## src/sv/ptw_pkg.sv

```systemverilog
// ============================================================================
// ptw_pkg
// Shared types and constants for the x86 page table walker: request and
// result payloads, walk level codes and configuration register indexes.
// ============================================================================
`timescale 1ns / 1ps
`default_nettype none

package ptw_pkg;

    localparam int VIRT_W = 32;
    localparam int ENTRY_W = 64;
    localparam int ADDR_W = 48;
    localparam int PERM_W = 2;
    localparam int CFG_IDX_W = 4;

    // Configuration register indexes
    localparam logic [CFG_IDX_W-1:0] CFG_TABLE_ROOT = 4'd0;
    localparam logic [CFG_IDX_W-1:0] CFG_PAE_MODE = 4'd1;

    // Request actions
    localparam logic ACT_TRANSLATE = 1'b0;
    localparam logic ACT_MEM_DATA = 1'b1;

    // Result kinds
    localparam logic KIND_READ = 1'b0;
    localparam logic KIND_DONE = 1'b1;

    // Walk level: which table entry the walker waits for
    typedef enum logic [1:0] {
        LVL_IDLE = 2'd0,
        LVL_PDPT = 2'd1,
        LVL_DIR  = 2'd2,
        LVL_TBL  = 2'd3
    } walk_level_t;

    typedef struct packed {
        logic               action;
        logic [VIRT_W-1:0]  virt_addr;
        logic [ENTRY_W-1:0] mem_data;
    } ptw_in_t;

    typedef struct packed {
        logic              kind;
        logic [ADDR_W-1:0] read_addr;
        logic              read_wide;
        logic [ADDR_W-1:0] phys_addr;
        logic [PERM_W-1:0] perms;
        logic              fault;
    } ptw_out_t;

endpackage

`default_nettype wire

```

## src/sv/x86_page_table_walker.sv

```systemverilog
// ============================================================================
// x86_page_table_walker
// Walks two-level (4-byte entry) or PAE (three-level, 8-byte entry) x86 page
// tables for a 32-bit virtual address, one request per step.
// ============================================================================
// Result: a request's result (read request or finished translation) is
//   valid in the output register in the cycle after the request is accepted.
// Throughput: one request per cycle; the output register is the only stage,
//   and a new request is taken whenever it is empty or being drained.
// Reset (aresetn low, synchronous): walker idle, permission accumulator all
//   ones, table root and PAE mode cleared, output register empty.
`timescale 1ns / 1ps
`default_nettype none

module x86_page_table_walker #(
    parameter int PHYS_ADDR_BITS = 48
) (
    input  wire                                    aclk,
    input  wire                                    aresetn,
    // request channel
    input  wire                                    s_valid,
    output logic                                   s_ready,
    input  wire  ptw_pkg::ptw_in_t                 s_data,
    // result channel
    output logic                                   m_valid,
    input  wire                                    m_ready,
    output ptw_pkg::ptw_out_t                      m_data,
    // configuration write channel
    input  wire                                    cfg_valid,
    output logic                                   cfg_ready,
    input  wire  [ptw_pkg::CFG_IDX_W-1:0]          cfg_index,
    input  wire  [ptw_pkg::ADDR_W-1:0]             cfg_data
);

    localparam int AW = ptw_pkg::ADDR_W;

    // Entry address mask: physical address bits above the 4 KiB page offset.
    // Only the low 48 bits matter since every address leaves masked to 48.
    localparam logic [63:0] PAGE_MASK_FULL =
        ((64'd1 << PHYS_ADDR_BITS) - 64'd1) & ~64'd4095;
    localparam logic [AW-1:0] PAGE_MASK = PAGE_MASK_FULL[AW-1:0];

    // ------------------------------------------------------------------
    // Registers
    // ------------------------------------------------------------------
    logic [AW-1:0]                  table_root_reg;
    logic                           pae_mode_reg;
    ptw_pkg::walk_level_t           lvl_reg, lvl_next;
    logic [ptw_pkg::VIRT_W-1:0]     saved_virt_reg, saved_virt_next;
    logic [2:0]                     perm_acc_reg, perm_acc_next;
    logic                           out_valid_reg, out_valid_next;
    ptw_pkg::ptw_out_t              out_reg, out_next;

    logic                           accept;
    logic                           res_valid;
    ptw_pkg::ptw_out_t              res;

    // Entry as seen at this step: a two-level walk uses only the low word,
    // the PAE pointer level always uses the full entry.
    logic [ptw_pkg::ENTRY_W-1:0]    entry;
    logic [AW-1:0]                  entry_base;
    logic                           present;
    logic                           large_page;
    logic [2:0]                     perm_and;
    logic [ptw_pkg::VIRT_W-1:0]     sv;
    logic [ptw_pkg::VIRT_W-1:0]     nv;

    // Config writes always land at once.
    assign cfg_ready = 1'b1;

    // Take a request whenever the output register is free or draining.
    assign s_ready = !out_valid_reg || m_ready;
    assign accept  = s_valid && s_ready;

    assign m_valid = out_valid_reg;
    assign m_data  = out_reg;

    assign sv = saved_virt_reg;
    assign nv = s_data.virt_addr;

    assign entry = (lvl_reg != ptw_pkg::LVL_PDPT && !pae_mode_reg)
                 ? {32'd0, s_data.mem_data[31:0]} : s_data.mem_data;
    assign entry_base = entry[AW-1:0] & PAGE_MASK;
    assign present    = entry[0];
    assign large_page = entry[7];
    assign perm_and   = perm_acc_reg & entry[2:0];

    // ------------------------------------------------------------------
    // Next walk state
    // ------------------------------------------------------------------
    always_comb begin
        lvl_next        = lvl_reg;
        saved_virt_next = saved_virt_reg;
        perm_acc_next   = perm_acc_reg;
        if (s_data.action == ptw_pkg::ACT_TRANSLATE) begin
            // start only from idle; drop a start that arrives mid-walk
            if (lvl_reg == ptw_pkg::LVL_IDLE) begin
                saved_virt_next = nv;
                perm_acc_next   = 3'b111;
                lvl_next        = pae_mode_reg ? ptw_pkg::LVL_PDPT : ptw_pkg::LVL_DIR;
            end
        end else begin
            case (lvl_reg)
                ptw_pkg::LVL_IDLE: begin
                    // drop stray memory data
                end
                ptw_pkg::LVL_PDPT: begin
                    lvl_next = present ? ptw_pkg::LVL_DIR : ptw_pkg::LVL_IDLE;
                end
                ptw_pkg::LVL_DIR: begin
                    if (present) begin
                        perm_acc_next = perm_and;
                        lvl_next = large_page ? ptw_pkg::LVL_IDLE : ptw_pkg::LVL_TBL;
                    end else begin
                        lvl_next = ptw_pkg::LVL_IDLE;
                    end
                end
                ptw_pkg::LVL_TBL: begin
                    if (present) begin
                        perm_acc_next = perm_and;
                    end
                    lvl_next = ptw_pkg::LVL_IDLE;
                end
                default: begin
                    lvl_next = ptw_pkg::LVL_IDLE;
                end
            endcase
        end
    end

    // ------------------------------------------------------------------
    // Result for the request at the input
    // ------------------------------------------------------------------
    always_comb begin
        res       = '0;
        res_valid = 1'b0;
        if (s_data.action == ptw_pkg::ACT_TRANSLATE) begin
            if (lvl_reg == ptw_pkg::LVL_IDLE) begin
                res_valid = 1'b1;
                res.kind  = ptw_pkg::KIND_READ;
                if (pae_mode_reg) begin
                    // PDPT is 32-byte aligned, four 8-byte pointers
                    res.read_addr = {table_root_reg[AW-1:5], 5'd0}
                                  + {{(AW-5){1'b0}}, nv[31:30], 3'd0};
                    res.read_wide = 1'b1;
                end else begin
                    res.read_addr = (table_root_reg & PAGE_MASK)
                                  + {{(AW-12){1'b0}}, nv[31:22], 2'd0};
                    res.read_wide = 1'b0;
                end
            end
        end else begin
            case (lvl_reg)
                ptw_pkg::LVL_IDLE: begin
                    res_valid = 1'b0;
                end
                ptw_pkg::LVL_PDPT: begin
                    res_valid = 1'b1;
                    if (present) begin
                        res.kind      = ptw_pkg::KIND_READ;
                        res.read_addr = entry_base + {{(AW-12){1'b0}}, sv[29:21], 3'd0};
                        res.read_wide = 1'b1;
                    end else begin
                        res.kind  = ptw_pkg::KIND_DONE;
                        res.fault = 1'b1;
                    end
                end
                ptw_pkg::LVL_DIR: begin
                    res_valid = 1'b1;
                    if (!present) begin
                        res.kind  = ptw_pkg::KIND_DONE;
                        res.fault = 1'b1;
                    end else if (large_page) begin
                        // large page: keep frame bits, splice in the offset
                        res.kind  = ptw_pkg::KIND_DONE;
                        res.perms = perm_and[2:1];
                        if (pae_mode_reg) begin
                            res.phys_addr = {entry_base[AW-1:21], sv[20:0]};
                        end else begin
                            res.phys_addr = {entry_base[AW-1:22], sv[21:0]};
                        end
                    end else begin
                        res.kind = ptw_pkg::KIND_READ;
                        if (pae_mode_reg) begin
                            res.read_addr = entry_base
                                          + {{(AW-12){1'b0}}, sv[20:12], 3'd0};
                            res.read_wide = 1'b1;
                        end else begin
                            res.read_addr = entry_base
                                          + {{(AW-12){1'b0}}, sv[21:12], 2'd0};
                            res.read_wide = 1'b0;
                        end
                    end
                end
                ptw_pkg::LVL_TBL: begin
                    res_valid = 1'b1;
                    res.kind  = ptw_pkg::KIND_DONE;
                    if (present) begin
                        res.phys_addr = {entry_base[AW-1:12], sv[11:0]};
                        res.perms     = perm_and[2:1];
                    end else begin
                        res.fault = 1'b1;
                    end
                end
                default: begin
                    res_valid = 1'b0;
                end
            endcase
        end
    end

    // ------------------------------------------------------------------
    // Output register: load on a result, hold while stalled, drop on take
    // ------------------------------------------------------------------
    always_comb begin
        out_next       = out_reg;
        out_valid_next = out_valid_reg && !m_ready;
        if (accept && res_valid) begin
            out_next       = res;
            out_valid_next = 1'b1;
        end
    end

    always_ff @(posedge aclk) begin
        if (!aresetn) begin
            lvl_reg        <= ptw_pkg::LVL_IDLE;
            saved_virt_reg <= '0;
            perm_acc_reg   <= 3'b111;
            out_valid_reg  <= 1'b0;
            table_root_reg <= '0;
            pae_mode_reg   <= 1'b0;
        end else begin
            out_valid_reg <= out_valid_next;
            if (accept) begin
                lvl_reg        <= lvl_next;
                saved_virt_reg <= saved_virt_next;
                perm_acc_reg   <= perm_acc_next;
            end
            if (cfg_valid && cfg_ready) begin
                case (cfg_index)
                    ptw_pkg::CFG_TABLE_ROOT: table_root_reg <= cfg_data;
                    ptw_pkg::CFG_PAE_MODE:   pae_mode_reg   <= cfg_data[0];
                    default: begin
                        // unknown index: ignore
                    end
                endcase
            end
        end
    end

    // payload needs no reset
    always_ff @(posedge aclk) begin
        out_reg <= out_next;
    end

endmodule

`default_nettype wire

```

## config.mk

```make
export PLATFORM = sky130hd
export DESIGN_NAME = x86_page_table_walker
export DESIGN_NICKNAME = d
export VERILOG_FILES = /design/src/sv/ptw_pkg.sv /design/src/sv/x86_page_table_walker.sv
export SDC_FILE = /design/constraint.sdc
export NUM_CORES = 1
export LEC_CHECK = 0
export BUFFER_PORTS_ARGS = -buffer_cell sky130_fd_sc_hd__clkbuf_2
export CORE_MARGIN = 2
export CORE_UTILIZATION = 50
export CTS_BUF_LIST = sky130_fd_sc_hd__clkbuf_16
export DETAILED_ROUTE_END_ITERATION = 8
export PLACE_DENSITY = 0.77
export SETUP_SLACK_MARGIN = 0.2
export SKIP_CTS_REPAIR_TIMING = 1
export SLEW_MARGIN = 20
export SYNTH_ARGS = -nofsm -noshare
export SYNTH_HDL_FRONTEND = slang
export SYNTH_SLANG_ARGS = --single-unit
```

## constraint.sdc

```tcl
create_clock -name aclk -period 12 [get_ports aclk]
set_input_delay 1.2 -clock aclk [delete_from_list [all_inputs] [get_ports aclk]]
set_output_delay 1.2 -clock aclk [all_outputs]
set_load 0.02 [all_outputs]
```

==> results_dict.tcl, run 1 <==
set metrics [dict create \
    status "finished clean" \
    num-fill-cells 1246 \
    area_delta_synth_final_pct 22.87 \
    final.setup.tns_ps 0 \
    cts.htree.levels 4 \
    worstPathCellList "clkbuf_2 > nor2b_2 > buf_4 > inv_1 > clkbuf_2" \
    fmax_mhz 307.6 \
    std_cell_rows 45 \
    drive_above_1_share_pct 33.60 \
    dp_cells 1025 \
    synth_cell_types 46 \
    drt_iter0_drc 699 \
    cp-end-kind "primary output" \
    synth_edf_count 99 \
    die_width_microns 127.5 \
    io_pins 258 \
    setup_violations 0 \
    final_util_pct 62.33 \
    synthArstFlopShare_pct 0 \
    yosys.area.top_type "edfxtp_1" \
    dieHeight_microns 127.5 \
    hold_path.class "reg2reg" \
    yosysWarnings 0 \
    numCtsBuffers 17 \
    gr-usage-all-layers_pct 25.15 \
    finClkSkew_ps 7.242 \
    grt-ovfl-total 0 \
    rsz0062_at_grt "false" \
    power_uw 1446 \
    clock_latency_ps 420 \
    clock-root-buffer "clkbuf_16" \
    crit_top_cell "clkbuf_2" \
    fin_nets 1014 \
    ys.flop_type "edfxtp_1" \
    yosysTopAreaCellShare_pct 38.98 \
    period_minus_slack_ps 3251 \
    criticalPathCategory "in2out" \
    grt_busiest_layer "met2" \
    hpwlAfterDp_mm 13.11 \
    die_area_sq_um 16260 \
    cts_tree "yes" \
    via_per_inst 5.984 \
    grt_pass1_wl_mm 31.83 \
    max-clock-path-buffers 2 \
    dr.pass1.iters 7 \
    tightestPinTransition_ps 1107 \
    grt_max_degree 81 \
    wirelength_mm 20.76 \
    clkSinkCount 178 \
    largest_reg_flops 99 \
    power_density_nw_per_um2 154.3 \
    port_buffers 226 \
    hold_viol 0 \
    crit_arrival_ps 2050 \
    synthTopCellsByCount "99 x edfxtp_1, 81 x a21oi_1, 79 x dfxtp_1, 45 x nand3_1, 41 x clkbuf_1" \
    core_sq_um 15030 \
    synth_area_leaders "edfxtp_1 39%, dfxtp_1 21%, a21oi_1 5.3%" \
    slew_viol_final 0 \
    crit_path_start_kind "input pin" \
    max_slew_margin_pct 26.20 \
    path_clk_slew_ps 60 \
    stdcell_area_sq_um 9370 \
    wl_per_cell_microns 19.62 \
    grt_pass1_vias 5947 \
    syn_area_sq_um 7626 \
    slowest_stage "buf_4" \
    maxCapViolCount 0 \
    yosysMostFrequentCell "edfxtp_1" \
    synthCells 675 \
    antenna_found_initial 2 \
    gp_congestion 0.8185 \
    initial_core_util_pct 50.73 \
    ant_nets 0 \
    post_dp_cell_area_sq_um 8777 \
    fin_crit_sh_pct 27.09 \
    vdd_ir_drop_max_mv 0.09310 \
    avgSynthCellArea_sq_um 11.30 \
    met2_usage_pct 42.06 \
    grt_util_met1_pct 32.08 \
    path_max_fanout 34 \
    grt_use_met3_pct 6.365 \
    final_cells 1058 \
    max_stage_delay_ps 390 \
    p_leak_uw 0.003620 \
    synth-seq-area-share_pct 59.72 \
    drc 0 \
    crit_required_ps 10800 \
    vias 6331 \
    ys_ff_latch 178 \
]
## routing by layer
metal | vias up | wire length (microns)
met5 | - | 0
met4 | 0 | 408
met1 | 3047 | 8439
met2 | 290 | 10310
li1 | 2963 | -
met3 | 31 | 1598
## through the flow
step	setup WS, ps	hold WS [ps]
after CTS	8749	465.5
final	8749	464.9
after floorplan	2401	443.7
after detailed placement	8427	456.6
after global placement	8450	449.3
after global routing	8695	489.9
## worst paths after layout
kind                     start                 to  slack (ps)  depth (start not counted)
max reg2reg         lvl_reg[1]         m_data[63]        9570                          5
min          saved_virt_reg[6]  saved_virt_reg[6]         460                          2
max                    m_ready            s_ready        8750                          5
min reg2reg  saved_virt_reg[6]  saved_virt_reg[6]         460                          2
## cell usage in the layout (no fill, tap or decap), types with 19 or more instances in the layout
cell,count
a21oi_1,80
a22o_1,20
and2_1,24
and3_1,19
clkbuf_2,226
dfxtp_1,78
edfxtp_1,99
nand3_1,45
nand4_1,32
o21ai_1,38
o31ai_1,30
## report_power, final
group	leakage [uW]	switching, uW	internal (uW)
Sequential	0.00160	14.0	682
Combinational	0.00173	133	56.3
Clock	0.000294	233	326
## critical path, delay by kind of cell
kind,cells,cell delay (ps)
buf+inv,4,760
simple gates,1,90
## cell families after synthesis
logic type | synth area share (%)
simple gates | 11.62
mux | 2.642
compound gates | 20.07
fa+ha+maj | 0.6563
buf+inv | 5.201
other cells | 0.09848
flops | 59.72
## cell type report
class                   instances  area [sq um]  area share (%)
clock buffers                  17         425.4           4.540
well taps                     188         235.2           2.510
flip-flops and latches        178          4556           48.62
inverters                       9         33.78          0.3605
multi-input cells             413          2720           29.03
diodes                          1         2.502         0.02671
repair buffers                237          1234           13.17
clock inverters                15         163.9           1.749
Power figures use the tool's default switching activity.
==> run 2: changes to the inputs <==
--- a/config.mk
+++ b/config.mk
@@ -5,12 +5,13 @@
 export SDC_FILE = /design/constraint.sdc
 export NUM_CORES = 1
 export LEC_CHECK = 0
+export ABC_AREA = 1
 export BUFFER_PORTS_ARGS = -buffer_cell sky130_fd_sc_hd__clkbuf_2
 export CORE_MARGIN = 2
-export CORE_UTILIZATION = 50
+export CORE_UTILIZATION = 45
 export CTS_BUF_LIST = sky130_fd_sc_hd__clkbuf_16
 export DETAILED_ROUTE_END_ITERATION = 8
-export PLACE_DENSITY = 0.77
+export PLACE_DENSITY = 0.74
 export SETUP_SLACK_MARGIN = 0.2
 export SKIP_CTS_REPAIR_TIMING = 1
 export SLEW_MARGIN = 20
==> constraint.sdc (replaced) <==
create_clock -name aclk -period 2.6 [get_ports aclk]
set_input_delay 0.26 -clock aclk [delete_from_list [all_inputs] [get_ports aclk]]
set_output_delay 0.26 -clock aclk [all_outputs]
set_load 0.02 [all_outputs]
==> results_dict.tcl, run 2 <==
set metrics [dict create \
    area_delta_synth_final_pct 24.44 \
    clock-root-buffer "clkbuf_16" \
    rsz0062_at_grt "false" \
    cts.htree.levels 4 \
    yosysTopAreaCellShare_pct 40.29 \
    largest_reg_flops 99 \
    io_pins 258 \
    share_seq_of_total_power_pct 49.9 \
    hpwlAfterDp_mm 12.86 \
    fin_nets 1148 \
    slowest_stage "dfxtp_2" \
    power_density_nw_per_um2 709.7 \
    wl_per_cell_microns 15.15 \
    drt_iter0_drc 436 \
    max_slew_margin_pct 53.47 \
    crit_arrival_ps 2120 \
    hold_viol 0 \
    ant_nets 0 \
    slew_viol_final 0 \
    final_common_cell "clkbuf_2" \
    yosys.area.top_type "edfxtp_1" \
    yosysWarnings 0 \
    dr.pass1.iters 5 \
    stdcell_area_sq_um 9181 \
    path_clk_slew_ps 70 \
    setup_violations 0 \
    wirelength_mm 18.47 \
    ys.flop_type "edfxtp_1" \
    gp_congestion 0.8338 \
    intPower_uw 4769 \
    path_max_fanout 26 \
    ys_ff_latch 178 \
    num-fill-cells 1443 \
    synth_area_leaders "edfxtp_1 40%, dfxtp_1 21%, o21ai_0 6.9%" \
    max_stage_delay_ps 370 \
    grt-ovfl-total 0 \
    criticalPathCategory "reg2reg" \
    dieHeight_microns 132.0 \
    timing.rr.start "lvl_reg[1]" \
    vdd_ir_drop_max_mv 0.4297 \
    grt_max_degree 58 \
    p_clk_share_pct 36.4 \
    maxCapViolCount 0 \
    status "finished clean" \
    clock_latency_ps 420 \
    std_cell_rows 46 \
    worst-r2r-cell-count 7 \
    synthTopCellsByCount "116 x nand2_1, 115 x nor2_1, 101 x o21ai_0, 99 x edfxtp_1, 81 x inv_1" \
    hold_ws_ps 57.15 \
    gr-usage-all-layers_pct 21.11 \
    via_per_inst 4.964 \
    max-clock-path-buffers 2 \
    synth_edf_count 99 \
    syn_area_sq_um 7378 \
    grt_pass1_vias 5684 \
    period_minus_slack_ps 1980 \
    drive_above_1_share_pct 28.74 \
    comb_power_share_pct 13.6 \
    worstPathCellList "inv_2 > ha_1 > nand2_1 > nand2_1 > nand2_2 > buf_4 > o22ai_1" \
    hold_path.class "in2reg" \
    synthCells 780 \
    cp-end-kind "register" \
    tightestPinTransition_ps 698.0 \
    antenna_found_initial 1 \
    numCtsBuffers 17 \
    post_dp_cell_area_sq_um 8637 \
    finClkSkew_ps 12.44 \
    yosysMostFrequentCell "nand2_1" \
    ff2ff_setup_slack_ps 620 \
    r2r-end "m_data[92]" \
    vias 6051 \
    initial_core_util_pct 46.28 \
    die_area_sq_um 17440 \
    p_sw_share_pct 26.81 \
    worstHoldEndpoint "saved_virt_reg[4]" \
    p_leak_uw 0.003866 \
    grt_pass1_wl_mm 28.93 \
    min_path_cells 3 \
    final_cell_mix "226 x clkbuf_2, 115 x nor2_1, 113 x nand2_1, 101 x o21ai_0, 99 x edfxtp_1" \
    crit_required_ps 2740 \
    clkSinkCount 178 \
    synth-seq-area-share_pct 61.73 \
    hold_path.startpoint "s_data[68]" \
    die_width_microns 132.0 \
    cts_tree "yes" \
    port_buffers 226 \
    avgSynthCellArea_sq_um 9.459 \
    synthArstFlopShare_pct 0 \
    fin_crit_sh_pct 76.17 \
    fmax_mhz 504.9 \
    synth_cell_types 30 \
    core_sq_um 15940 \
    crit_top_cell "nand2_1" \
    crit_path_start_kind "register" \
    drc 0 \
    switchingPower_uw 1747 \
]
[run 2: cell families (layout without fill, tap and decap cells)]
| group | Yosys count | in the layout | synth area share, % |
|---|---|---|---|
| other cells | 2 | 4 | 0.1018 |
| simple gates | 262 | 262 | 14.58 |
| flops | 178 | 178 | 61.73 |
| fa+ha+maj | 4 | 4 | 0.6783 |
| buf+inv | 135 | 356 | 8.903 |
| compound gates | 199 | 199 | 14.01 |
[run 2: how the worst max path moves through the flow]
stage | start | end | slack [ps] | depth (start not counted)
after floorplan | lvl_reg[1] | m_data[0] | -220 | 5
after global routing | lvl_reg[1] | m_data[91] | 520 | 7
final | lvl_reg[1] | m_data[92] | 620 | 7
after detailed placement | lvl_reg[0] | m_data[91] | 690 | 7
after global placement | lvl_reg[0] | m_data[93] | 750 | 7
after CTS | lvl_reg[0] | m_data[91] | 670 | 7
[run 2: area by class of cell]
| class | instances | area (sq um) | share of cell area [%] |
|---|---|---|---|
| sequential | 178 | 4557 | 49.63 |
| multi-input combinational | 468 | 2207 | 24.04 |
| timing repair buffer | 238 | 1271 | 13.85 |
| clock buffer | 17 | 425.4 | 4.633 |
| inverter | 87 | 331.6 | 3.611 |
| tap | 216 | 270.3 | 2.944 |
| clock inverter | 14 | 116.4 | 1.267 |
| antenna | 1 | 2.502 | 0.02726 |
[run 2: per-stage QoR]
step | setup TNS [ps] | util (%) | setup WS, ps | power, uW | cells
detailed placement | 0 | 54.18 | 688.3 | 4206 | 1187
finish | 0 | 57.59 | 619.6 | 6516 | 1219
global placement | 0 | 54.18 | 751.5 | 4193 | 1187
CTS | 0 | 57.57 | 674.7 | 6574 | 1218
global route | 0 | 57.59 | 519.7 | 6774 | 1219
floorplan | -21510 | - | -216.8 | 3881 | 781
[run 2: worst max-delay path, delay by kind of cell (launching register included)]
family / cells / cell delay (ps)
and+or+nand+nor: 3 / 540
buffers and inverters: 2 / 390
DFF: 1 / 370
adders and majority gates: 1 / 240
AOI/OAI and AO/OA: 1 / 140
[run 2: power groups by stage]
stage                     Clock (uW)  Combinational [uW]  Sequential (uW)
after floorplan                    0                 412             3470
after global placement             0                 881             3310
after global routing            2530                 972             3270
after CTS                       2420                 897             3250
after detailed placement           0                 892             3310
final                           2370                 888             3250
[run 2: routing by layer]
metal  global-route usage (%)  wire length [microns]  up-vias
met2                    35.13                   8853      288
met4                    8.152                    359        0
met1                    26.51                   7679     2737
li1                         -                      -     3003
met5                        0                      0        -
met3                    5.383                   1575       23
